===== src/rtl/core/u16u8_pkg.sv =====
// Package for the UTF-16 to UTF-8 transcoder: status codes, surrogate tags
// and the queue entry that the front end hands to the byte serializer.
// Depends on nothing.
package u16u8_pkg;

   localparam int QUEUE_DEPTH_DEFAULT = 2;

   localparam logic [15:0] SURROGATE_MASK = 16'hfc00;
   localparam logic [15:0] LEAD_TAG       = 16'hd800;
   localparam logic [15:0] TRAIL_TAG      = 16'hdc00;
   localparam logic [20:0] PLANE1_BASE    = 21'h10000;

   typedef enum logic [1:0] {
      STATUS_OK       = 2'd0,
      STATUS_NO_TRAIL = 2'd1,
      STATUS_NO_LEAD  = 2'd2
   } status_type;

   typedef struct packed {
      logic [3:0][7:0] bytes;
      logic [1:0]      last_index;
      logic            string_done;
      status_type      status;
   } entry_type;

endpackage


===== src/rtl/core/u16u8_if.sv =====
// Channel interfaces of the transcoder: one for code units in, one for
// UTF-8 bytes out. Both use a valid/ready handshake. Depends on u16u8_pkg.
interface u16u8_req_if;
   logic        valid;
   logic        ready;
   logic [15:0] code_unit;
   logic        end_of_string;

   modport source (output valid, output code_unit, output end_of_string, input ready);
   modport sink (input valid, input code_unit, input end_of_string, output ready);
endinterface

interface u16u8_rsp_if;
   logic                   valid;
   logic                   ready;
   logic [7:0]             out_byte;
   logic                   run_last;
   logic                   string_done;
   u16u8_pkg::status_type  status;

   modport source (output valid, output out_byte, output run_last, output string_done,
                   output status, input ready);
   modport sink (input valid, input out_byte, input run_last, input string_done,
                 input status, output ready);
endinterface


===== src/rtl/core/utf16_to_utf8_transcoder.sv =====
// UTF-16 to UTF-8 transcoder, top level.
// The req_if channel takes one UTF-16 code unit per item with an end of
// string flag. The rsp_if channel gives one UTF-8 byte per item; run_last
// marks the final byte caused by one code unit, and status reports a lead
// surrogate without its trail or a trail without its lead as a single zero
// byte. A lead surrogate that does not end the string gives no output until
// the next unit; a trail then makes the pair give four bytes, any other unit
// a no-trail zero byte. The first byte of a code unit passes through the
// queue and then the output register. Throughput: one byte per cycle on
// rsp_if while rsp_if.ready is high; a code unit gives one to three bytes and
// a surrogate pair four. The rate is set by the single byte lane of the
// serializer. A queue of QueueDepth encoded entries lets the input side run
// ahead while bytes are still going out, and code units are accepted while
// the queue has room. A synchronous reset empties the queue, drops the output
// byte and any waiting lead surrogate. When the receiver holds rsp_if.ready
// low the output byte holds, the queue fills and req_if.ready then falls.
// Depends on u16u8_pkg, u16u8_if, u16u8_front, u16u8_queue, u16u8_back.
module utf16_to_utf8_transcoder #(
   parameter int QueueDepth = u16u8_pkg::QUEUE_DEPTH_DEFAULT
) (
   input  logic         clock,
   input  logic         reset,
   u16u8_req_if.sink    req_if,
   u16u8_rsp_if.source  rsp_if
);

   logic                 push_valid, push_ready;
   logic                 pop_valid, pop_ready;
   u16u8_pkg::entry_type push_entry, pop_entry;

   u16u8_front u_front (
      .clock      (clock),
      .reset      (reset),
      .req_if     (req_if),
      .push_valid (push_valid),
      .push_ready (push_ready),
      .push_entry (push_entry)
   );

   u16u8_queue #(
      .Depth (QueueDepth)
   ) u_queue (
      .clock      (clock),
      .reset      (reset),
      .push_valid (push_valid),
      .push_ready (push_ready),
      .push_entry (push_entry),
      .pop_valid  (pop_valid),
      .pop_ready  (pop_ready),
      .pop_entry  (pop_entry)
   );

   u16u8_back u_back (
      .clock     (clock),
      .reset     (reset),
      .pop_valid (pop_valid),
      .pop_ready (pop_ready),
      .pop_entry (pop_entry),
      .rsp_if    (rsp_if)
   );

endmodule


===== src/rtl/core/u16u8_front.sv =====
// Front end of the transcoder: accepts code units, pairs surrogates and
// encodes each code point into a queue entry. Depends on u16u8_pkg, u16u8_if.
module u16u8_front (
   input  logic                 clock,
   input  logic                 reset,
   u16u8_req_if.sink            req_if,
   output logic                 push_valid,
   input  logic                 push_ready,
   output u16u8_pkg::entry_type push_entry
);

   logic       lead_pending_ff, lead_pending_in;
   logic [9:0] lead_bits_ff, lead_bits_in;
   logic       accept;
   logic       is_lead;
   logic       is_trail;
   logic       store_only;
   logic [20:0] pair_cp;

   function automatic u16u8_pkg::entry_type encode(input logic [20:0] cp, input logic done);
      u16u8_pkg::entry_type e;
      e = '0;
      e.string_done = done;
      e.status = u16u8_pkg::STATUS_OK;
      if (cp < 21'h80) begin
         e.bytes[0] = cp[7:0];
         e.last_index = 2'd0;
      end else if (cp < 21'h800) begin
         e.bytes[0] = {3'b110, cp[10:6]};
         e.bytes[1] = {2'b10, cp[5:0]};
         e.last_index = 2'd1;
      end else if (cp < 21'h10000) begin
         e.bytes[0] = {4'b1110, cp[15:12]};
         e.bytes[1] = {2'b10, cp[11:6]};
         e.bytes[2] = {2'b10, cp[5:0]};
         e.last_index = 2'd2;
      end else begin
         e.bytes[0] = {5'b11110, cp[20:18]};
         e.bytes[1] = {2'b10, cp[17:12]};
         e.bytes[2] = {2'b10, cp[11:6]};
         e.bytes[3] = {2'b10, cp[5:0]};
         e.last_index = 2'd3;
      end
      return e;
   endfunction

   function automatic u16u8_pkg::entry_type error_entry(input logic done,
                                                        input u16u8_pkg::status_type st);
      u16u8_pkg::entry_type e;
      e = '0;
      e.string_done = done;
      e.status = st;
      return e;
   endfunction

   assign req_if.ready = push_ready;
   assign accept = req_if.valid && push_ready;
   assign is_lead = (req_if.code_unit & u16u8_pkg::SURROGATE_MASK) == u16u8_pkg::LEAD_TAG;
   assign is_trail = (req_if.code_unit & u16u8_pkg::SURROGATE_MASK) == u16u8_pkg::TRAIL_TAG;
   assign pair_cp = u16u8_pkg::PLANE1_BASE + {1'b0, lead_bits_ff, req_if.code_unit[9:0]};

   always_comb begin
      store_only = 1'b0;
      lead_pending_in = lead_pending_ff;
      lead_bits_in = lead_bits_ff;
      push_entry = encode({5'd0, req_if.code_unit}, req_if.end_of_string);
      if (lead_pending_ff) begin
         lead_pending_in = 1'b0;
         lead_bits_in = '0;
         if (!is_trail) begin
            push_entry = error_entry(req_if.end_of_string, u16u8_pkg::STATUS_NO_TRAIL);
         end else begin
            push_entry = encode(pair_cp, req_if.end_of_string);
         end
      end else if (is_lead) begin
         if (req_if.end_of_string) begin
            push_entry = error_entry(req_if.end_of_string, u16u8_pkg::STATUS_NO_TRAIL);
         end else begin
            store_only = 1'b1;
            lead_pending_in = 1'b1;
            lead_bits_in = req_if.code_unit[9:0];
         end
      end else if (is_trail) begin
         push_entry = error_entry(req_if.end_of_string, u16u8_pkg::STATUS_NO_LEAD);
      end
   end

   assign push_valid = accept && !store_only;

   always_ff @(posedge clock) begin
      if (reset) begin
         lead_pending_ff <= 1'b0;
         lead_bits_ff <= '0;
      end else if (accept) begin
         lead_pending_ff <= lead_pending_in;
         lead_bits_ff <= lead_bits_in;
      end
   end

endmodule


===== src/rtl/core/u16u8_queue.sv =====
// Short queue of encoded entries between the front end and the serializer.
// The head entry is shown ahead of the pop. Depends on u16u8_pkg.
module u16u8_queue #(
   parameter int Depth = u16u8_pkg::QUEUE_DEPTH_DEFAULT
) (
   input  logic                 clock,
   input  logic                 reset,
   input  logic                 push_valid,
   output logic                 push_ready,
   input  u16u8_pkg::entry_type push_entry,
   output logic                 pop_valid,
   input  logic                 pop_ready,
   output u16u8_pkg::entry_type pop_entry
);

   localparam int PtrWidth = (Depth > 1) ? $clog2(Depth) : 1;
   localparam int CountWidth = $clog2(Depth + 1);

   u16u8_pkg::entry_type store_ff [Depth];
   logic [PtrWidth-1:0]   wr_ptr_ff, rd_ptr_ff;
   logic [CountWidth-1:0] count_ff;
   logic                  do_push, do_pop;

   assign push_ready = count_ff != CountWidth'(Depth);
   assign pop_valid = count_ff != '0;
   assign pop_entry = store_ff[rd_ptr_ff];
   assign do_push = push_valid && push_ready;
   assign do_pop = pop_valid && pop_ready;

   always_ff @(posedge clock) begin
      if (do_push) begin
         store_ff[wr_ptr_ff] <= push_entry;
      end
   end

   always_ff @(posedge clock) begin
      if (reset) begin
         wr_ptr_ff <= '0;
         rd_ptr_ff <= '0;
         count_ff <= '0;
      end else begin
         if (do_push) begin
            wr_ptr_ff <= (wr_ptr_ff == PtrWidth'(Depth - 1)) ? '0 : wr_ptr_ff + 1'b1;
         end
         if (do_pop) begin
            rd_ptr_ff <= (rd_ptr_ff == PtrWidth'(Depth - 1)) ? '0 : rd_ptr_ff + 1'b1;
         end
         if (do_push && !do_pop) begin
            count_ff <= count_ff + 1'b1;
         end else if (do_pop && !do_push) begin
            count_ff <= count_ff - 1'b1;
         end
      end
   end

endmodule


===== src/rtl/core/u16u8_back.sv =====
// Back end of the transcoder: sends the head entry's bytes one per cycle
// while ready, via a registered output. Depends on u16u8_pkg, u16u8_if.
module u16u8_back (
   input  logic                 clock,
   input  logic                 reset,
   input  logic                 pop_valid,
   output logic                 pop_ready,
   input  u16u8_pkg::entry_type pop_entry,
   u16u8_rsp_if.source          rsp_if
);

   logic                  rsp_valid_ff;
   logic [7:0]            out_byte_ff;
   logic                  run_last_ff;
   logic                  string_done_ff;
   u16u8_pkg::status_type status_ff;
   logic [1:0]            idx_ff, idx_in;
   logic                  advance;
   logic                  issue;
   logic                  last;

   assign advance = !rsp_valid_ff || rsp_if.ready;
   assign issue = advance && pop_valid;
   assign last = idx_ff == pop_entry.last_index;
   assign pop_ready = issue && last;
   assign idx_in = last ? 2'd0 : idx_ff + 2'd1;

   always_ff @(posedge clock) begin
      if (reset) begin
         rsp_valid_ff <= 1'b0;
         idx_ff <= '0;
      end else begin
         if (advance) begin
            rsp_valid_ff <= pop_valid;
         end
         if (issue) begin
            idx_ff <= idx_in;
         end
      end
   end

   always_ff @(posedge clock) begin
      if (issue) begin
         out_byte_ff <= pop_entry.bytes[idx_ff];
         run_last_ff <= last;
         string_done_ff <= pop_entry.string_done;
         status_ff <= pop_entry.status;
      end
   end

   assign rsp_if.valid = rsp_valid_ff;
   assign rsp_if.out_byte = out_byte_ff;
   assign rsp_if.run_last = run_last_ff;
   assign rsp_if.string_done = string_done_ff;
   assign rsp_if.status = status_ff;

endmodule


===== src/flat_wrapper.sv =====
// flat-port wrapper written by rule: the top's interface ports become plain ports
module utf16_to_utf8_transcoder_flat 
#(
   parameter int QueueDepth = u16u8_pkg::QUEUE_DEPTH_DEFAULT
)
  (clock, reset, req_if_valid, req_if_code_unit, req_if_end_of_string, req_if_ready, rsp_if_valid, rsp_if_out_byte, rsp_if_run_last, rsp_if_string_done, rsp_if_status, rsp_if_ready);
  u16u8_req_if req_if_i ();
  u16u8_rsp_if rsp_if_i ();
  input  logic clock;
  input  logic reset;
  input wire logic [$bits(req_if_i.valid)-1:0] req_if_valid;
  input wire logic [$bits(req_if_i.code_unit)-1:0] req_if_code_unit;
  input wire logic [$bits(req_if_i.end_of_string)-1:0] req_if_end_of_string;
  output wire logic [$bits(req_if_i.ready)-1:0] req_if_ready;
  output wire logic [$bits(rsp_if_i.valid)-1:0] rsp_if_valid;
  output wire logic [$bits(rsp_if_i.out_byte)-1:0] rsp_if_out_byte;
  output wire logic [$bits(rsp_if_i.run_last)-1:0] rsp_if_run_last;
  output wire logic [$bits(rsp_if_i.string_done)-1:0] rsp_if_string_done;
  output wire logic [$bits(rsp_if_i.status)-1:0] rsp_if_status;
  input wire logic [$bits(rsp_if_i.ready)-1:0] rsp_if_ready;
  assign req_if_i.valid = req_if_valid;
  assign req_if_i.code_unit = req_if_code_unit;
  assign req_if_i.end_of_string = req_if_end_of_string;
  assign req_if_ready = req_if_i.ready;
  assign rsp_if_valid = rsp_if_i.valid;
  assign rsp_if_out_byte = rsp_if_i.out_byte;
  assign rsp_if_run_last = rsp_if_i.run_last;
  assign rsp_if_string_done = rsp_if_i.string_done;
  assign rsp_if_status = rsp_if_i.status;
  assign rsp_if_i.ready = rsp_if_ready;
  utf16_to_utf8_transcoder #(.QueueDepth(QueueDepth)) u_core (.clock(clock), .reset(reset), .req_if(req_if_i), .rsp_if(rsp_if_i));
endmodule

===== config.mk =====
export PLATFORM = sky130hd
export DESIGN_NAME = utf16_to_utf8_transcoder_flat
export DESIGN_NICKNAME = d
export VERILOG_FILES = /design/src/rtl/core/u16u8_pkg.sv /design/src/rtl/core/u16u8_if.sv /design/src/rtl/core/utf16_to_utf8_transcoder.sv /design/src/rtl/core/u16u8_front.sv /design/src/rtl/core/u16u8_queue.sv /design/src/rtl/core/u16u8_back.sv /design/src/flat_wrapper.sv
export SDC_FILE = /design/constraint.sdc
export NUM_CORES = 1
export LEC_CHECK = 0
export BUFFER_PORTS_ARGS = -buffer_cell sky130_fd_sc_hd__clkbuf_2
export CAP_MARGIN = 20
export CORE_MARGIN = 8
export CORE_UTILIZATION = 45
export DETAILED_ROUTE_END_ITERATION = 7
export GPL_TIMING_DRIVEN = 1
export PLACE_DENSITY = 0.68
export SLEW_MARGIN = 20
export SYNTH_ARGS = -nofsm -noshare
export SYNTH_HDL_FRONTEND = slang
export SYNTH_SLANG_ARGS = --single-unit

===== constraint.sdc =====
create_clock -name clock -period 5.87 [get_ports clock]
set_input_delay 1.4675 -clock clock [delete_from_list [all_inputs] [get_ports clock]]
set_output_delay 1.4675 -clock clock [all_outputs]
set_load 0.02 [all_outputs]

# After elaboration in Yosys (flattened, before gate mapping)
# Memories as Yosys holds them, arrays and structs flattened. A register that Yosys moved wholly into a read port is not among the register bits.
# Cells that the tools add are included.
dict set report word_totals {
  output_inout_bits 14
  elab_cells 78
  memories 1
  in_bits 21
  ramBits 74
  reg_bits 30
}
dict set report op_classes {
  n_lt_le_gt_ge 6
  reduce_logical 17
  n_mux 32
  n_eq_ne 5
  addsub 6
}
# memory words width read_ports rd_ports_with_merged_regs wr line
set mem_list {}
lappend mem_list {u_core.u_queue.store_ff 2 37 1 1 1 u16u8_queue.sv:19} ;# u16u8_pkg::entry_type store_ff [Depth];
# operator count
set op_table {}
lappend op_table {{2-to-1 mux 37 bit} 5}
lappend op_table {{2-to-1 mux 24 bit} 3}
lappend op_table {{2-to-1 mux 10 bit} 5}
lappend op_table {{2-to-1 mux 16 bit} 2}
lappend op_table {{2-to-1 mux 8 bit} 3}
lappend op_table {{adder 17 x 20 -> 21 bit, first input constant} 1}
lappend op_table {{less-than comparator 21 x 12 -> 1 bit, second input constant} 1}
lappend op_table {{less-than comparator 21 x 17 -> 1 bit, second input constant} 1}
lappend op_table {{less-than comparator 21 x 8 -> 1 bit, second input constant} 1}
lappend op_table {{2-to-1 mux 18 bit} 1}
lappend op_table {{binary-select mux 8 bit (select 2 bit)} 1}
lappend op_table {{less-than comparator 16 x 12 -> 1 bit, second input constant} 1}
lappend op_table {{less-than comparator 16 x 8 -> 1 bit, second input constant} 1}
lappend op_table {{== test 6 bit, second input constant} 2}
lappend op_table {{2-to-1 mux 1 bit} 9}
lappend op_table {{logical AND 1 bit} 8}
lappend op_table {{2-to-1 mux 2 bit} 3}
lappend op_table {{nonzero test 2 bit} 3}
lappend op_table {{adder 2 x 1 -> 2 bit, second input constant} 2}
lappend op_table {{logical NOT 1 bit} 4}
lappend op_table {{less-than comparator 2 x 3 -> 1 bit, second input constant} 1}
lappend op_table {{AND reduction 3 bit} 1}
lappend op_table {{adder 1 bit, second input constant} 2}
lappend op_table {{== test 2 bit} 1}
lappend op_table {{other kinds (4)} 4}

# Depth between registers and ports, before layout
# Gate-level depths: netlist of run 1.
dict set report logic_depth {
  word_depth 10
  depth_mapped 9
  depth_no_buf 8
}

# By module
# From an unflattened synthesis of run 1, not the netlist that was laid out.
dict set report hier_totals {
  hier_cells 381
  hier_area_um2 5056.1
}
# mod area_per_inst_um2 n_inst cells_per_inst seq_area_each_um2
set modules_own_cells {}
lappend modules_own_cells {u16u8_queue 2889.0 1 139 2322.2}
lappend modules_own_cells {u16u8_front 1406.3 1 198 220.2}
lappend modules_own_cells {u16u8_back 760.7 1 44 420.4}

# Worst setup path after synthesis of run 1
# No wires, ideal clock.
dict set report synth_timing {
  path_kind {input -> register}
  from {input port req_if_code_unit[11]}
  to {memory u_core.u_queue.store_ff[0][0] (netlist bit) (enable)}
  setup_slack_ns 1.691
  stages 4
  arrival_ns 3.752
  setup_ns 0.427
  required_time_ns 5.443
  path_buffers 0
  cell_sequence {and4b_1 and2_1 a31oi_1 nor2b_1}
}
dict set report synth_via {
  elab_chain_cells 8
}
# item line
set synth_lines {}
lappend synth_lines {{start, declared} flat_wrapper.sv:12} ;# input wire logic [$bits(req_if_i.code_unit)-1:0] req_if_code_unit;
lappend synth_lines {{== test 6 bit} u16u8_front.sv:58} ;# assign is_lead = (req_if.code_unit & u16u8_pkg::SURROGATE_MASK) == u16u8_pkg::LEAD_TAG;
lappend synth_lines {{2-to-1 mux 1 bit} u16u8_front.sv:75} ;# end else if (is_lead) begin
lappend synth_lines {{2-to-1 mux 1 bit} u16u8_front.sv:67} ;# if (lead_pending_ff) begin
lappend synth_lines {{logical NOT 1 bit} u16u8_front.sv:88} ;# assign push_valid = accept && !store_only;
lappend synth_lines {{logical AND 1 bit} u16u8_front.sv:88}
lappend synth_lines {{logical AND 1 bit} u16u8_queue.sv:27} ;# assign do_push = push_valid && push_ready;
lappend synth_lines {{net u_core.u_queue.do_push} u16u8_queue.sv:22} ;# logic do_push, do_pop;
lappend synth_lines {{2-to-1 mux 1 bit} u16u8_queue.sv:31} ;# if (do_push) begin
lappend synth_lines {{2-to-1 mux 1 bit (not written as such)} u16u8_queue.sv:32} ;# store_ff[wr_ptr_ff] <= push_entry;
lappend synth_lines {{end, declared} u16u8_queue.sv:19}
# The timed path passes the listed nets, and every way through them passes these cells.

==> results_tabular.tex, run 1 <==
\begin{tabular}{lr}
\hline
Metric & Value \\
\hline
\multicolumn{2}{l}{\textbf{Run status}} \\
Status & completed \\
\multicolumn{2}{l}{\textbf{Drt}} \\
DRC marker count from the first detailed-route iteration & between 200 and 300 \\
Via count & 3009 \\
DRT Wirelength & 10050 um \\
Detailed-route wire length per cell & roughly 20 um \\
Residual antenna-violating net count after detailed routing & 0 \\
Remaining design rule violation count & 0 \\
First-pass detailed-route iteration total & 5 \\
Routed vias/inst & a little under 6 \\
\multicolumn{2}{l}{\textbf{Clocking}} \\
Root Buffer Master & sky130\_fd\_sc\_hd\_\_clkbuf\_8 \\
Cts repair resizes & 0 \\
Clock sink count & 97 \\
\# Post-CTS Setup Buffers & 0 \\
Clock Latency Late Sink & between 0.3 and 0.4 ns \\
TritonCTS clock tree & yes \\
CTS HTree Levels & 3 \\
Number of buffers between clock root and the deepest sink & 2 \\
Clock transition at the registers of the reported paths & 0.09 ns \\
Number of buffers created by CTS & 9 \\
Number of hold buffers added after cts & 0 \\
\multicolumn{2}{l}{\textbf{Layout}} \\
Fraction of layout cells with a size suffix above 1 & 0.2507 \\
Area grow syn2layout & 10.29\% \\
Antenna diode count & 0 \\
Commonest non-fill, non-tap cells in the layout & 78 x sky130\_fd\_sc\_hd\_\_edfxtp\_1, 34 x sky130\_fd\_sc\_hd\_\_clkbuf\_2, 20 x sky130\_fd\_sc\_hd\_\_nor2\_1, 19 x sky130\_fd\_sc\_hd\_\_a21oi\_1, 19 x sky130\_fd\_sc\_hd\_\_dfxtp\_1 \\
Post-layout util & 0.5124 \\
Final net count & just under 400 \\
Fill cell instance count of the final layout & around 900 \\
Most common cell after layout, fill and taps aside & sky130\_fd\_sc\_hd\_\_edfxtp\_1 \\
\multicolumn{2}{l}{\textbf{Worst setup path}} \\
Register-to-Register Path Depth & 8 \\
Setup slack on the worst flop-to-flop path & between 3 and 4 ns \\
Cells along the critical path & clkbuf\_2 -> and4b\_1 -> and2\_1 -> nand3\_2 -> nor2\_1 -> a22o\_1 \\
Largest fanout on the critical path & 12 \\
Slowest cell on the critical path & sky130\_fd\_sc\_hd\_\_nor2\_1 \\
Crit path kind & input pin to flip-flop \\
Category of the worst setup path launch point & input pin \\
Worst path arrival time & approximately 3.4 ns \\
Critical Path End Type & flip-flop \\
Longest individual stage delay on the worst path & 0.75 ns \\
Data required time of the critical path & a little over 6 ns \\
Critical register-to-register path endpoint & u\_core.u\_queue.count\_ff[1] \\
Top Family by Delay on Critical Path & simple AND/OR/NAND/NOR gates \\
Worst Path Buf+Inv & 1 \\
\multicolumn{2}{l}{\textbf{Die}} \\
I/O pins & 35 \\
Core box area & around 9800 sq um \\
Die boundary width & 116.7 um \\
Standard-cell rows & 36 \\
Die outline area & $\sim$14000 sq um \\
Die extent in y & 116.7 um \\
Starting utilization of the core area & 0.4646 \\
\multicolumn{2}{l}{\textbf{STA}} \\
Final worst-path cycle share & 0.5368 \\
Final-report hold violation count & 0 \\
Crit path time final & 3.151 ns \\
Final-layout setup total negative slack & 0 ns \\
Worst Tran Pin Value & roughly 0.94 ns \\
Count of pins over their slew limit & 0 \\
Headroom to the max-slew limit & 0.3716 \\
Setup Skew & roughly 0.013 ns \\
Maximum clock rate & approximately 0.32 GHz \\
Hold slack final & about 0.5 ns \\
Count of endpoints failing setup in the final report & 0 \\
Setup repair after global routing missed its margin & false \\
\multicolumn{2}{l}{\textbf{Min path}} \\
Classification of the worst-slack hold path & flip-flop to flip-flop \\
Endpoint, Worst Hold & u\_core.u\_back.rsp\_if.valid \\
Number of cells traversed by the worst hold path & 2 \\
Min-delay src & u\_core.u\_back.rsp\_if.valid \\
\multicolumn{2}{l}{\textbf{Pwr}} \\
Overall power after layout & about 1.8 mW \\
Internal power consumption & between 1 and 1.5 mW \\
Relative contribution of sequential cells to total power & 0.532 \\
Power dissipated by switching net loads & approximately 540 uW \\
Clk pwr share & 0.242 \\
Worst ir drop on vdd & $\sim$0.00019 V \\
Leakage power figure & 1.698 nW \\
Combinational cell fraction of total power & 0.226 \\
Power density relative to cell area & between 300 and 400 nW/um\^{}2 \\
Sw frac & 0.2969 \\
\multicolumn{2}{l}{\textbf{Run}} \\
Max-cap violations & 0 \\
\multicolumn{2}{l}{\textbf{Synthesis}} \\
Flop and latch count out of synthesis & 97 \\
Cell count after synthesis & roughly 340 \\
Synthesized area per cell & about 14 sq um \\
Post-Syn Area & around 4600 sq um \\
Sequential fraction of the synthesis area & 0.5968 \\
Mapped Nets & 360 \\
Unique cell type count in the Yosys netlist & 64 \\
Number of enable flip-flop cells after synthesis & about 80 \\
Top FF cell, synth & sky130\_fd\_sc\_hd\_\_edfxtp\_1 \\
Async S/R FF share, synth & 0 \\
Synthesis Warnings & 0 \\
\multicolumn{2}{l}{\textbf{Global routing}} \\
First-pass GRT wire length & approximately 16000 um \\
Sum of overflow across all layers after global routing & 0 \\
Number of global-route vias before repair & slightly below 3000 \\
Pin count of the biggest net entering global routing & 34 \\
Overall fraction of global-route tracks in use & 0.1541 \\
Initial antenna violation count & 0 \\
\multicolumn{2}{l}{\textbf{Placement}} \\
RePlAce Congestion & 0.8822 \\
Number of port buffers & 34 \\
Post-DP HPWL & between 6000 and 7000 um \\
\hline
\end{tabular}
worst max path at each step:
| stage | startpoint | to | slack [ns] | depth (start not counted) |
|---|---|---|---|---|
| 4_1_cts | req_if_code_unit[13] | u_core.u_queue.store_ff[0][24] | 2.77 | 6 |
| 3_5_place_dp | req_if_code_unit[13] | u_core.u_queue.store_ff[0][24] | 2.39 | 6 |
| 3_3_place_gp | req_if_code_unit[13] | u_core.u_queue.store_ff[0][26] | 2.49 | 6 |
| 2_1_floorplan | req_if_code_unit[11] | u_core.u_queue.store_ff[0][0] | 1.69 | 4 |
| 6_report | req_if_code_unit[13] | u_core.u_queue.store_ff[0][24] | 2.72 | 6 |
| 5_1_grt | req_if_code_unit[13] | u_core.u_queue.store_ff[0][24] | 2.65 | 6 |
power by group through the flow:
stage	registers (mW)	clock network, mW	logic [mW]
6_report	0.966	0.439	0.410
5_1_grt	0.981	0.475	0.447
2_1_floorplan	1.00	0	0.258
4_1_cts	0.969	0.448	0.419
3_5_place_dp	0.984	0	0.416
3_3_place_gp	0.977	0	0.406
synthesized netlist by cell type, types with 9 or more instances:
library cell,n,area (sq um)
sky130_fd_sc_hd__o21ai_0,12,60.06
sky130_fd_sc_hd__a22o_1,15,131.4
sky130_fd_sc_hd__nand2_1,14,52.55
sky130_fd_sc_hd__dfxtp_1,19,380.4
sky130_fd_sc_hd__nor3_1,12,60.06
sky130_fd_sc_hd__and2_1,9,56.30
sky130_fd_sc_hd__inv_1,9,33.78
sky130_fd_sc_hd__mux2_2,11,123.9
sky130_fd_sc_hd__mux4_2,13,292.8
sky130_fd_sc_hd__nor2_1,20,75.07
sky130_fd_sc_hd__a21oi_1,19,95.09
sky130_fd_sc_hd__edfxtp_1,78,2342
metal layers:
metal  wire, um  part of all wire  track usage
met1       4730              0.47       0.2153
met2       4450              0.44       0.2225
met3        580             0.058      0.02637
met4        286             0.028      0.08447
met5          0                 0            0
logic make-up (layout without fill, tap and decap cells):
logic type      count (synthesis)  count (layout)  share of synthesized area
compound gates                 92              92                     0.1396
xor+xnor                        7               7                    0.01344
fa+ha+maj                       2               2                   0.005485
buf+inv                        24              62                    0.02688
flops                          97              97                     0.5968
mux                            28              28                     0.1009
simple gates                   87              87                     0.1168
metrics by stage:
| step | std cells | area (sq um) | worst slack, ns |
|---|---|---|---|
| floorplan | 337 | 4562 | 1.691 |
| global placement | 492 | 4835 | 2.492 |
| detailed placement | 492 | 4835 | 2.388 |
| CTS | 508 | 5031 | 2.766 |
| global route | 508 | 5031 | 2.647 |
| finish | 508 | 5031 | 2.719 |
worst min-delay path: stages (launching register included):
cell	delay (ns)
sky130_fd_sc_hd__dfxtp_1	0.32
sky130_fd_sc_hd__nand2b_1	0.08
sky130_fd_sc_hd__a21oi_1	0.06
cell type report:
type                       count  area [sq um]  share of cell area
timing repair buffer          37         192.7             0.03830
clock buffer                  12         145.1             0.02885
clock inverter                 4         51.30             0.01020
multi-input combinational    216          1719              0.3417
tap                          133         166.4             0.03308
inverter                       9         33.78            0.006715
sequential                    97          2723              0.5412
flip-flops by register name (all words and copies together), names as in the netlist, named ones only:
| signal | flops |
|---|---|
| u_core.u_back.rsp_if.out_byte | 8 |
| u_core.u_front.lead_pending_ff | 1 |
| u_core.u_queue.count_ff | 2 |
| u_core.u_back.rsp_if.status | 2 |
| u_core.u_front.lead_bits_ff | 10 |
| u_core.u_back.rsp_if.valid | 1 |
| u_core.u_back.idx_ff | 2 |
| u_core.u_back.rsp_if.string_done | 1 |
| u_core.u_queue.rd_ptr_ff | 1 |
| u_core.u_queue.store_ff | 66 |
| u_core.u_back.rsp_if.run_last | 1 |
| u_core.u_queue.wr_ptr_ff | 1 |
Power figures use the tool's default switching activity.
==> run 2, diff against run 1 <==
==> constraint.sdc (replaced) <==
create_clock -name clock -period 2.99 [get_ports clock]
set_input_delay 0.7475 -clock clock [delete_from_list [all_inputs] [get_ports clock]]
set_output_delay 0.7475 -clock clock [all_outputs]
set_load 0.02 [all_outputs]
==> run 2 against run 1 <==
Compared with the run above: core utilization grew 0.57 points; clock-buffer cell count unchanged; critical path depth did not move; critical endpoint is now u_core.u_queue.store_ff[0][23]; largest cell class unchanged.
==> results_tabular.tex, run 2 (synthesis gave the netlist of run 1 again) <==
\begin{tabular}{lr}
\hline
Metric & Value \\
\hline
\multicolumn{2}{l}{\textbf{Drt}} \\
Detailed-route wire length per cell & 19.83 um (+0.28\%) \\
DRT Wirelength & 10170 um (+1.3\%) \\
Via count & 2972 (-1.2\%) \\
Routed vias/inst & 5.793 (-2.2\%) \\
First-pass detailed-route iteration total & 5 (unchanged) \\
Remaining design rule violation count & 0 (unchanged) \\
DRC marker count from the first detailed-route iteration & 173 (-40\%) \\
Residual antenna-violating net count after detailed routing & 0 (unchanged) \\
\multicolumn{2}{l}{\textbf{Pwr}} \\
Worst ir drop on vdd & 0.0002852 V (+49\%) \\
Power density relative to cell area & 695.3 nW/um\^{}2 (+93\%) \\
Leakage power figure & 1.737 nW (+2.3\%) \\
\multicolumn{2}{l}{\textbf{Worst setup path}} \\
Data required time of the critical path & 3.20 ns (-2.88 ns) \\
Critical Path End Type & flip-flop \\
Largest fanout on the critical path & 14 (+2) \\
Category of the worst setup path launch point & flip-flop \\
Slowest cell on the critical path & sky130\_fd\_sc\_hd\_\_dfxtp\_1 \\
Crit path kind & flip-flop to flip-flop \\
Worst path arrival time & 2.63 ns (-0.73 ns) \\
Cells along the critical path & ha\_1 -> nor2\_8 -> o211a\_1 -> and2\_1 -> a21o\_1 -> a22o\_1 \\
Longest individual stage delay on the worst path & 0.53 ns (-0.22 ns) \\
\multicolumn{2}{l}{\textbf{STA}} \\
Headroom to the max-slew limit & 0.5169 (+0.1453) \\
Maximum clock rate & about 0.41 GHz \\
Setup repair after global routing missed its margin & false \\
Worst Tran Pin Value & 0.7171 ns (-0.2242 ns) \\
Crit path time final & 2.417 ns \\
Final worst-path cycle share & 0.8084 \\
Final-layout setup total negative slack & 0 ns (unchanged) \\
Final worst-path setup slack & 0.5728 ns (-2.146 ns) \\
Setup Skew & 0.01132 ns (-0.001475 ns) \\
Count of endpoints failing setup in the final report & 0 (unchanged) \\
Hold slack final & 0.4975 ns (-0.009788 ns) \\
Final-report hold violation count & 0 (unchanged) \\
Count of pins over their slew limit & 0 (unchanged) \\
\multicolumn{2}{l}{\textbf{Die}} \\
Die extent in y & 116.7 um (unchanged) \\
Die outline area & 13620 sq um (unchanged) \\
Die boundary width & 116.7 um (unchanged) \\
I/O pins & 35 (unchanged) \\
Starting utilization of the core area & 0.4646 (unchanged) \\
Core box area & 9819 sq um (unchanged) \\
Standard-cell rows & 36 (unchanged) \\
\multicolumn{2}{l}{\textbf{Clocking}} \\
Clock Latency Late Sink & 0.36 ns (about the same) \\
Clock sink count & 97 (unchanged) \\
\# Post-CTS Setup Buffers & 0 (unchanged) \\
Number of hold buffers added after cts & 0 (unchanged) \\
Number of buffers between clock root and the deepest sink & 2 (unchanged) \\
Root Buffer Master & sky130\_fd\_sc\_hd\_\_clkbuf\_8 \\
TritonCTS clock tree & yes \\
Cts repair resizes & 0 (unchanged) \\
Clock transition at the registers of the reported paths & 0.09 ns (about the same) \\
Number of buffers created by CTS & 9 (unchanged) \\
CTS HTree Levels & 3 (unchanged) \\
\multicolumn{2}{l}{\textbf{Run}} \\
Max-cap violations & 0 (unchanged) \\
\multicolumn{2}{l}{\textbf{Global routing}} \\
Pin count of the biggest net entering global routing & 34 (unchanged) \\
Initial antenna violation count & 0 (unchanged) \\
Met2 Resource Use GR & 0.2509 (+0.02834) \\
Overall fraction of global-route tracks in use & 0.1594 (+0.005312) \\
Grt met1 use & 0.2070 (-0.008339) \\
Met3 demand-to-capacity share in global routing & 0.02947 (+0.003102) \\
First-pass GRT wire length & 16200 um (+2.9\%) \\
Busiest metal layer after global routing & met2 \\
Number of global-route vias before repair & 3063 (+2.8\%) \\
Sum of overflow across all layers after global routing & 0 (unchanged) \\
\multicolumn{2}{l}{\textbf{Placement}} \\
Pre-CTS WS & 0.3260 ns (-2.062 ns) \\
Post-DP HPWL & 7293 um (+5.3\%) \\
Number of port buffers & 34 (unchanged) \\
RePlAce Congestion & 0.9330 (+5.8\%) \\
\multicolumn{2}{l}{\textbf{Min path}} \\
Classification of the worst-slack hold path & flip-flop to flip-flop \\
\multicolumn{2}{l}{\textbf{Layout}} \\
Antenna diode count & 0 (unchanged) \\
Fraction of layout cells with a size suffix above 1 & 0.2632 (+0.01249) \\
Commonest non-fill, non-tap cells in the layout & 78 x sky130\_fd\_sc\_hd\_\_edfxtp\_1, 34 x sky130\_fd\_sc\_hd\_\_clkbuf\_2, 20 x sky130\_fd\_sc\_hd\_\_nor2\_1, 19 x sky130\_fd\_sc\_hd\_\_a21oi\_1, 19 x sky130\_fd\_sc\_hd\_\_dfxtp\_1 \\
Register name with the most flops & u\_core.u\_queue.store\_ff \\
Post-layout util & 0.5181 (+0.005734) \\
Largest register FFs & 66 (unchanged) \\
Final net count & 398 (+1.3\%) \\
Most common cell after layout, fill and taps aside & sky130\_fd\_sc\_hd\_\_edfxtp\_1 \\
Area grow syn2layout & 11.52\% \\
\multicolumn{2}{l}{\textbf{Run status}} \\
Status & completed \\
\hline
\end{tabular}
==> run 2: power breakdown <==
part | leakage (nW) | switching, mW | internal (mW)
clock network | 0.102 | 0.438 | 0.376
registers | 0.867 | 0.0754 | 1.77
logic | 0.768 | 0.530 | 0.349
==> run 2: path summary, 6_finish.rpt <==
kind	startpoint	to	slack, ns	cells after the start
worst max register to register	u_core.u_front.lead_bits_ff[6]	u_core.u_queue.store_ff[0][23]	0.57	6
worst max-delay path	u_core.u_front.lead_bits_ff[6]	u_core.u_queue.store_ff[0][23]	0.57	6
worst min-delay path	u_core.u_back.rsp_if.valid	u_core.u_back.rsp_if.valid	0.50	2
worst min register to register	u_core.u_back.rsp_if.valid	u_core.u_back.rsp_if.valid	0.50	2
==> run 2: cell type report <==
class / count / area, sq um
fillers: 878 / 4732
clock inverters: 4 / 23.77
multi-input cells: 216 / 1719
inverters: 9 / 33.78
flip-flops and latches: 97 / 2723
repair buffers: 42 / 255.2
clock buffers: 12 / 166.4
well taps: 133 / 166.4
==> run 2: critical path, delay by kind of cell (launching register included) <==
family / cells / cell delay (ns)
AOI/OAI and AO/OA: 3 / 0.95
DFF: 1 / 0.53
and+or+nand+nor: 2 / 0.43
adders and majority gates: 1 / 0.37
==> run 2: per-layer routing <==
metal	up-vias	share of wire
li1	1400	-
met1	1458	0.44
met2	95	0.48
met3	19	0.056
met4	0	0.025
met5	-	0
==> run 2: stage by stage <==
stage               total power, mW  cell area, sq um  instances
finish                        3.537              5087        513
global route                  3.721              5087        513
CTS                           3.581              5087        513
detailed placement            2.776              4897        497
global placement              2.750              4897        497
floorplan                     2.479              4564        337
==> run 3, diff against run 2 <==
--- a/config.mk
+++ b/config.mk
@@ -5,13 +5,14 @@
 export SDC_FILE = /design/constraint.sdc
 export NUM_CORES = 1
 export LEC_CHECK = 0
+export ABC_AREA = 1
 export BUFFER_PORTS_ARGS = -buffer_cell sky130_fd_sc_hd__clkbuf_2
 export CAP_MARGIN = 20
 export CORE_MARGIN = 8
 export CORE_UTILIZATION = 45
 export DETAILED_ROUTE_END_ITERATION = 7
 export GPL_TIMING_DRIVEN = 1
-export PLACE_DENSITY = 0.68
+export PLACE_DENSITY = 0.67
 export SLEW_MARGIN = 20
 export SYNTH_ARGS = -nofsm -noshare
 export SYNTH_HDL_FRONTEND = slang
==> constraint.sdc (replaced) <==
create_clock -name clock -period 2.5 [get_ports clock]
set_input_delay 0.625 -clock clock [delete_from_list [all_inputs] [get_ports clock]]
set_output_delay 0.625 -clock clock [all_outputs]
set_load 0.02 [all_outputs]
==> run 3 against run 2 <==
Compared with the run above: final area increased by 6.8%; worst hold slack improved by 0.0076 ns; largest power group unchanged; sequential share of layout area decreased by 3.4 points; critical path type unchanged; via count increased by 32%; cell count increased by 39%.
==> results_tabular.tex, run 3 <==
\begin{tabular}{lr}
\hline
Metric & Value \\
\hline
\multicolumn{2}{l}{\textbf{Run status}} \\
Status & completed \\
\multicolumn{2}{l}{\textbf{Global routing}} \\
Overall fraction of global-route tracks in use & 0.1752 (+0.01584) \\
Initial antenna violation count & 0 (unchanged) \\
Pin count of the biggest net entering global routing & 34 (unchanged) \\
Sum of overflow across all layers after global routing & 0 (unchanged) \\
Number of global-route vias before repair & 3796 (+24\%) \\
First-pass GRT wire length & 19910 um (+23\%) \\
\multicolumn{2}{l}{\textbf{Synthesis}} \\
Top FF cell, synth & sky130\_fd\_sc\_hd\_\_edfxtp\_1 \\
Synthesized area per cell & 9.142 sq um (-32\%) \\
Synthesis Warnings & 0 (unchanged) \\
Sequential fraction of the synthesis area & 0.5640 (-0.03280) \\
Number of enable flip-flop cells after synthesis & 78 (unchanged) \\
Commonest cells post-synth & 95 x sky130\_fd\_sc\_hd\_\_nand2\_1, 89 x sky130\_fd\_sc\_hd\_\_nor2\_1, 78 x sky130\_fd\_sc\_hd\_\_edfxtp\_1 \\
Flop and latch count out of synthesis & 97 (unchanged) \\
Mapped Nets & 551 (+53\%) \\
Most used standard cell by instance count after synthesis & sky130\_fd\_sc\_hd\_\_nand2\_1 \\
Unique cell type count in the Yosys netlist & 41 (-36\%) \\
Cell count after synthesis & 528 (+57\%) \\
Async S/R FF share, synth & 0 (unchanged) \\
Cell types with the largest area share after synthesis & sky130\_fd\_sc\_hd\_\_edfxtp\_1 49\%, sky130\_fd\_sc\_hd\_\_dfxtp\_1 7.9\%, sky130\_fd\_sc\_hd\_\_nand2\_1 7.4\% \\
Post-Syn Area & 4827 sq um (+5.8\%) \\
Yosys top cell area share & 0.4852 (-0.02821) \\
Most area-hungry cell type in the Yosys netlist & sky130\_fd\_sc\_hd\_\_edfxtp\_1 \\
\multicolumn{2}{l}{\textbf{Pwr}} \\
Relative contribution of sequential cells to total power & 0.456 (-0.065) \\
Worst ir drop on vdd & 0.0004940 V (+73\%) \\
Internal power consumption & 3.296 mW (+32\%) \\
Overall power after layout & 5.111 mW (+44\%) \\
Power density relative to cell area & 940.4 nW/um\^{}2 (+35\%) \\
Combinational cell fraction of total power & 0.321 (+0.072) \\
Sw frac & 0.3551 (+0.05992) \\
Leakage power figure & 2.180 nW (+26\%) \\
Power dissipated by switching net loads & 1.815 mW (+74\%) \\
Clk pwr share & 0.222 (-0.008) \\
\multicolumn{2}{l}{\textbf{Worst setup path}} \\
Critical Path End Type & flip-flop \\
Worst path arrival time & 2.25 ns (-0.38 ns) \\
Longest individual stage delay on the worst path & 0.41 ns (-0.12 ns) \\
Top Family by Delay on Critical Path & simple AND/OR/NAND/NOR gates \\
Cells along the critical path & ha\_1 -> nand2\_1 -> nand2\_1 -> nand3\_2 -> nor2\_4 -> nand4\_4 -> nand2\_4 -> inv\_4 -> nand2\_4 -> nor2\_1 \\
Total stage count of the critical path & 10 (+4) \\
Largest fanout on the critical path & 14 (unchanged) \\
Category of the worst setup path launch point & flip-flop \\
Slowest cell on the critical path & sky130\_fd\_sc\_hd\_\_dfxtp\_1 \\
Data required time of the critical path & 2.61 ns (-0.59 ns) \\
Worst Path Buf+Inv & 1 (+1) \\
Crit path kind & flip-flop to flip-flop \\
Register-to-Register Path Depth & 10 (+4) \\
\multicolumn{2}{l}{\textbf{STA}} \\
Setup repair after global routing missed its margin & false \\
Crit path time final & 2.137 ns (-0.2802 ns) \\
Count of pins over their slew limit & 0 (unchanged) \\
Worst Tran Pin Value & 0.5076 ns (-0.2095 ns) \\
Hold slack final & 0.5051 ns (+0.007560 ns) \\
Maximum clock rate & 0.4679 GHz (+13\%) \\
Final-report hold violation count & 0 (unchanged) \\
Count of endpoints failing setup in the final report & 0 (unchanged) \\
Headroom to the max-slew limit & 0.6612 (+0.1444) \\
Setup Skew & 0.01293 ns (+0.001605 ns) \\
Final-layout setup total negative slack & 0 ns (unchanged) \\
Final worst-path cycle share & 0.8548 (+0.04639) \\
\multicolumn{2}{l}{\textbf{Clocking}} \\
Number of hold buffers added after cts & 0 (unchanged) \\
Clock sink count & 97 (unchanged) \\
Number of buffers between clock root and the deepest sink & 2 (unchanged) \\
Root Buffer Master & sky130\_fd\_sc\_hd\_\_clkbuf\_8 \\
Cts repair resizes & 0 (unchanged) \\
\# Post-CTS Setup Buffers & 0 (unchanged) \\
Number of buffers created by CTS & 9 (unchanged) \\
Clock transition at the registers of the reported paths & 0.10 ns (about the same) \\
Clock Latency Late Sink & 0.36 ns (about the same) \\
CTS HTree Levels & 3 (unchanged) \\
TritonCTS clock tree & yes \\
\multicolumn{2}{l}{\textbf{Die}} \\
Standard-cell rows & 38 (+5.6\%) \\
Die extent in y & 119.6 um (+2.5\%) \\
Die boundary width & 119.6 um (+2.5\%) \\
I/O pins & 35 (unchanged) \\
Starting utilization of the core area & 0.4532 (-0.01133) \\
Die outline area & 14300 sq um (+5.0\%) \\
Core box area & 10650 sq um (+8.5\%) \\
\multicolumn{2}{l}{\textbf{Drt}} \\
DRT Wirelength & 12280 um (+21\%) \\
DRC marker count from the first detailed-route iteration & 414 (+140\%) \\
Via count & 3918 (+32\%) \\
Detailed-route wire length per cell & 17.22 um (-13\%) \\
Remaining design rule violation count & 0 (unchanged) \\
Residual antenna-violating net count after detailed routing & 0 (unchanged) \\
First-pass detailed-route iteration total & 5 (unchanged) \\
Routed vias/inst & 5.495 (-5.1\%) \\
\multicolumn{2}{l}{\textbf{Layout}} \\
Area grow syn2layout & 12.60\% \\
Largest register FFs & 66 (unchanged) \\
Final net count & 591 (+48\%) \\
Commonest non-fill, non-tap cells in the layout & 95 x sky130\_fd\_sc\_hd\_\_nand2\_1, 87 x sky130\_fd\_sc\_hd\_\_nor2\_1, 78 x sky130\_fd\_sc\_hd\_\_edfxtp\_1, 42 x sky130\_fd\_sc\_hd\_\_inv\_1, 40 x sky130\_fd\_sc\_hd\_\_o21ai\_0 \\
Fill cell instance count of the final layout & 1016 (+16\%) \\
Register name with the most flops & u\_core.u\_queue.store\_ff \\
Antenna diode count & 0 (unchanged) \\
Fraction of layout cells with a size suffix above 1 & 0.1675 (-0.09562) \\
Most common cell after layout, fill and taps aside & sky130\_fd\_sc\_hd\_\_nand2\_1 \\
\multicolumn{2}{l}{\textbf{Min path}} \\
Number of cells traversed by the worst hold path & 1 (-1) \\
Classification of the worst-slack hold path & input pin to flip-flop \\
\multicolumn{2}{l}{\textbf{Placement}} \\
Number of port buffers & 34 (unchanged) \\
Post-DP HPWL & 8801 um (+21\%) \\
RePlAce Congestion & 0.9450 (+1.3\%) \\
\multicolumn{2}{l}{\textbf{Run}} \\
Max-cap violations & 0 (unchanged) \\
\hline
\end{tabular}
run 3: cell count changes in the layout (fill, tap and decap cells not counted), moves of 9 or more:
cell / previous run / this run
sky130_fd_sc_hd__nand4_1: 0 / 16
sky130_fd_sc_hd__and2_1: 9 / 0
sky130_fd_sc_hd__nor2_1: 20 / 87
sky130_fd_sc_hd__mux4_2: 13 / 0
sky130_fd_sc_hd__mux2_2: 11 / 0
sky130_fd_sc_hd__nand3_1: 4 / 38
sky130_fd_sc_hd__o21ai_0: 12 / 40
sky130_fd_sc_hd__nand2_1: 14 / 95
sky130_fd_sc_hd__buf_4: 6 / 15
sky130_fd_sc_hd__a22o_1: 15 / 0
sky130_fd_sc_hd__inv_1: 9 / 42
sky130_fd_sc_hd__nor3_1: 12 / 2
run 3: cell type report:
class	instances	area (sq um)	share of cell area
Tap cell	140	175.2	0.03223
Timing Repair Buffer	51	322.8	0.05939
Inverter	50	196.4	0.03614
Clock buffer	9	123.9	0.02279
Clock inverter	7	100.1	0.01842
Sequential cell	97	2723	0.5009
Multi-Input combinational cell	359	1794	0.3301
run 3: cells by family (layout without fill, tap and decap cells):
logic type,after synthesis,count (layout),share of synthesized area
flops,97,97,0.5640
xor+xnor,2,2,0.003629
simple gates,263,263,0.2545
buf+inv,72,117,0.06609
fa+ha+maj,2,2,0.005183
compound gates,92,92,0.1065
run 3: worst paths after layout:
path	startpoint	endpoint	slack [ns]
setup / recovery	u_core.u_front.lead_bits_ff[7]	u_core.u_queue.store_ff[1][30]	0.36
hold / removal	req_if_end_of_string	u_core.u_queue.store_ff[1][2]	0.51
setup reg to reg	u_core.u_front.lead_bits_ff[7]	u_core.u_queue.store_ff[1][30]	0.36
hold reg to reg	u_core.u_front.lead_bits_ff[6]	u_core.u_front.lead_bits_ff[6]	0.51
run 3: through the flow:
| stage | setup slack (ns) | std cells | cell area (sq um) | util |
|---|---|---|---|---|
| finish | 0.3630 | 713 | 5435 | 0.5103 |
| CTS | 0.3618 | 713 | 5435 | 0.5103 |
| floorplan | 0.2206 | 528 | 4836 | - |
| global route | 0.1330 | 713 | 5435 | 0.5103 |
| detailed placement | 0.2414 | 697 | 5211 | 0.4893 |
| global placement | 0.2849 | 697 | 5211 | 0.4893 |
run 3: per-layer routing:
layer / wire length (um) / global-route usage / share of wire / vias to the layer above
li1: - / - / - / 1894
met1: 5457 / 0.2306 / 0.44 / 1872
met2: 5751 / 0.2801 / 0.47 / 123
met3: 717 / 0.02818 / 0.058 / 29
met4: 352 / 0.07806 / 0.029 / 0
met5: 0 / 0 / 0 / -
run 3: power groups by stage:
stage	Clock [mW]	Combinational [mW]	Sequential, mW
after detailed placement	0	1.66	2.37
after floorplan	0	0.971	2.48
after CTS	1.15	1.66	2.34
after global routing	1.23	1.83	2.37
after global placement	0	1.63	2.37
final	1.14	1.64	2.33
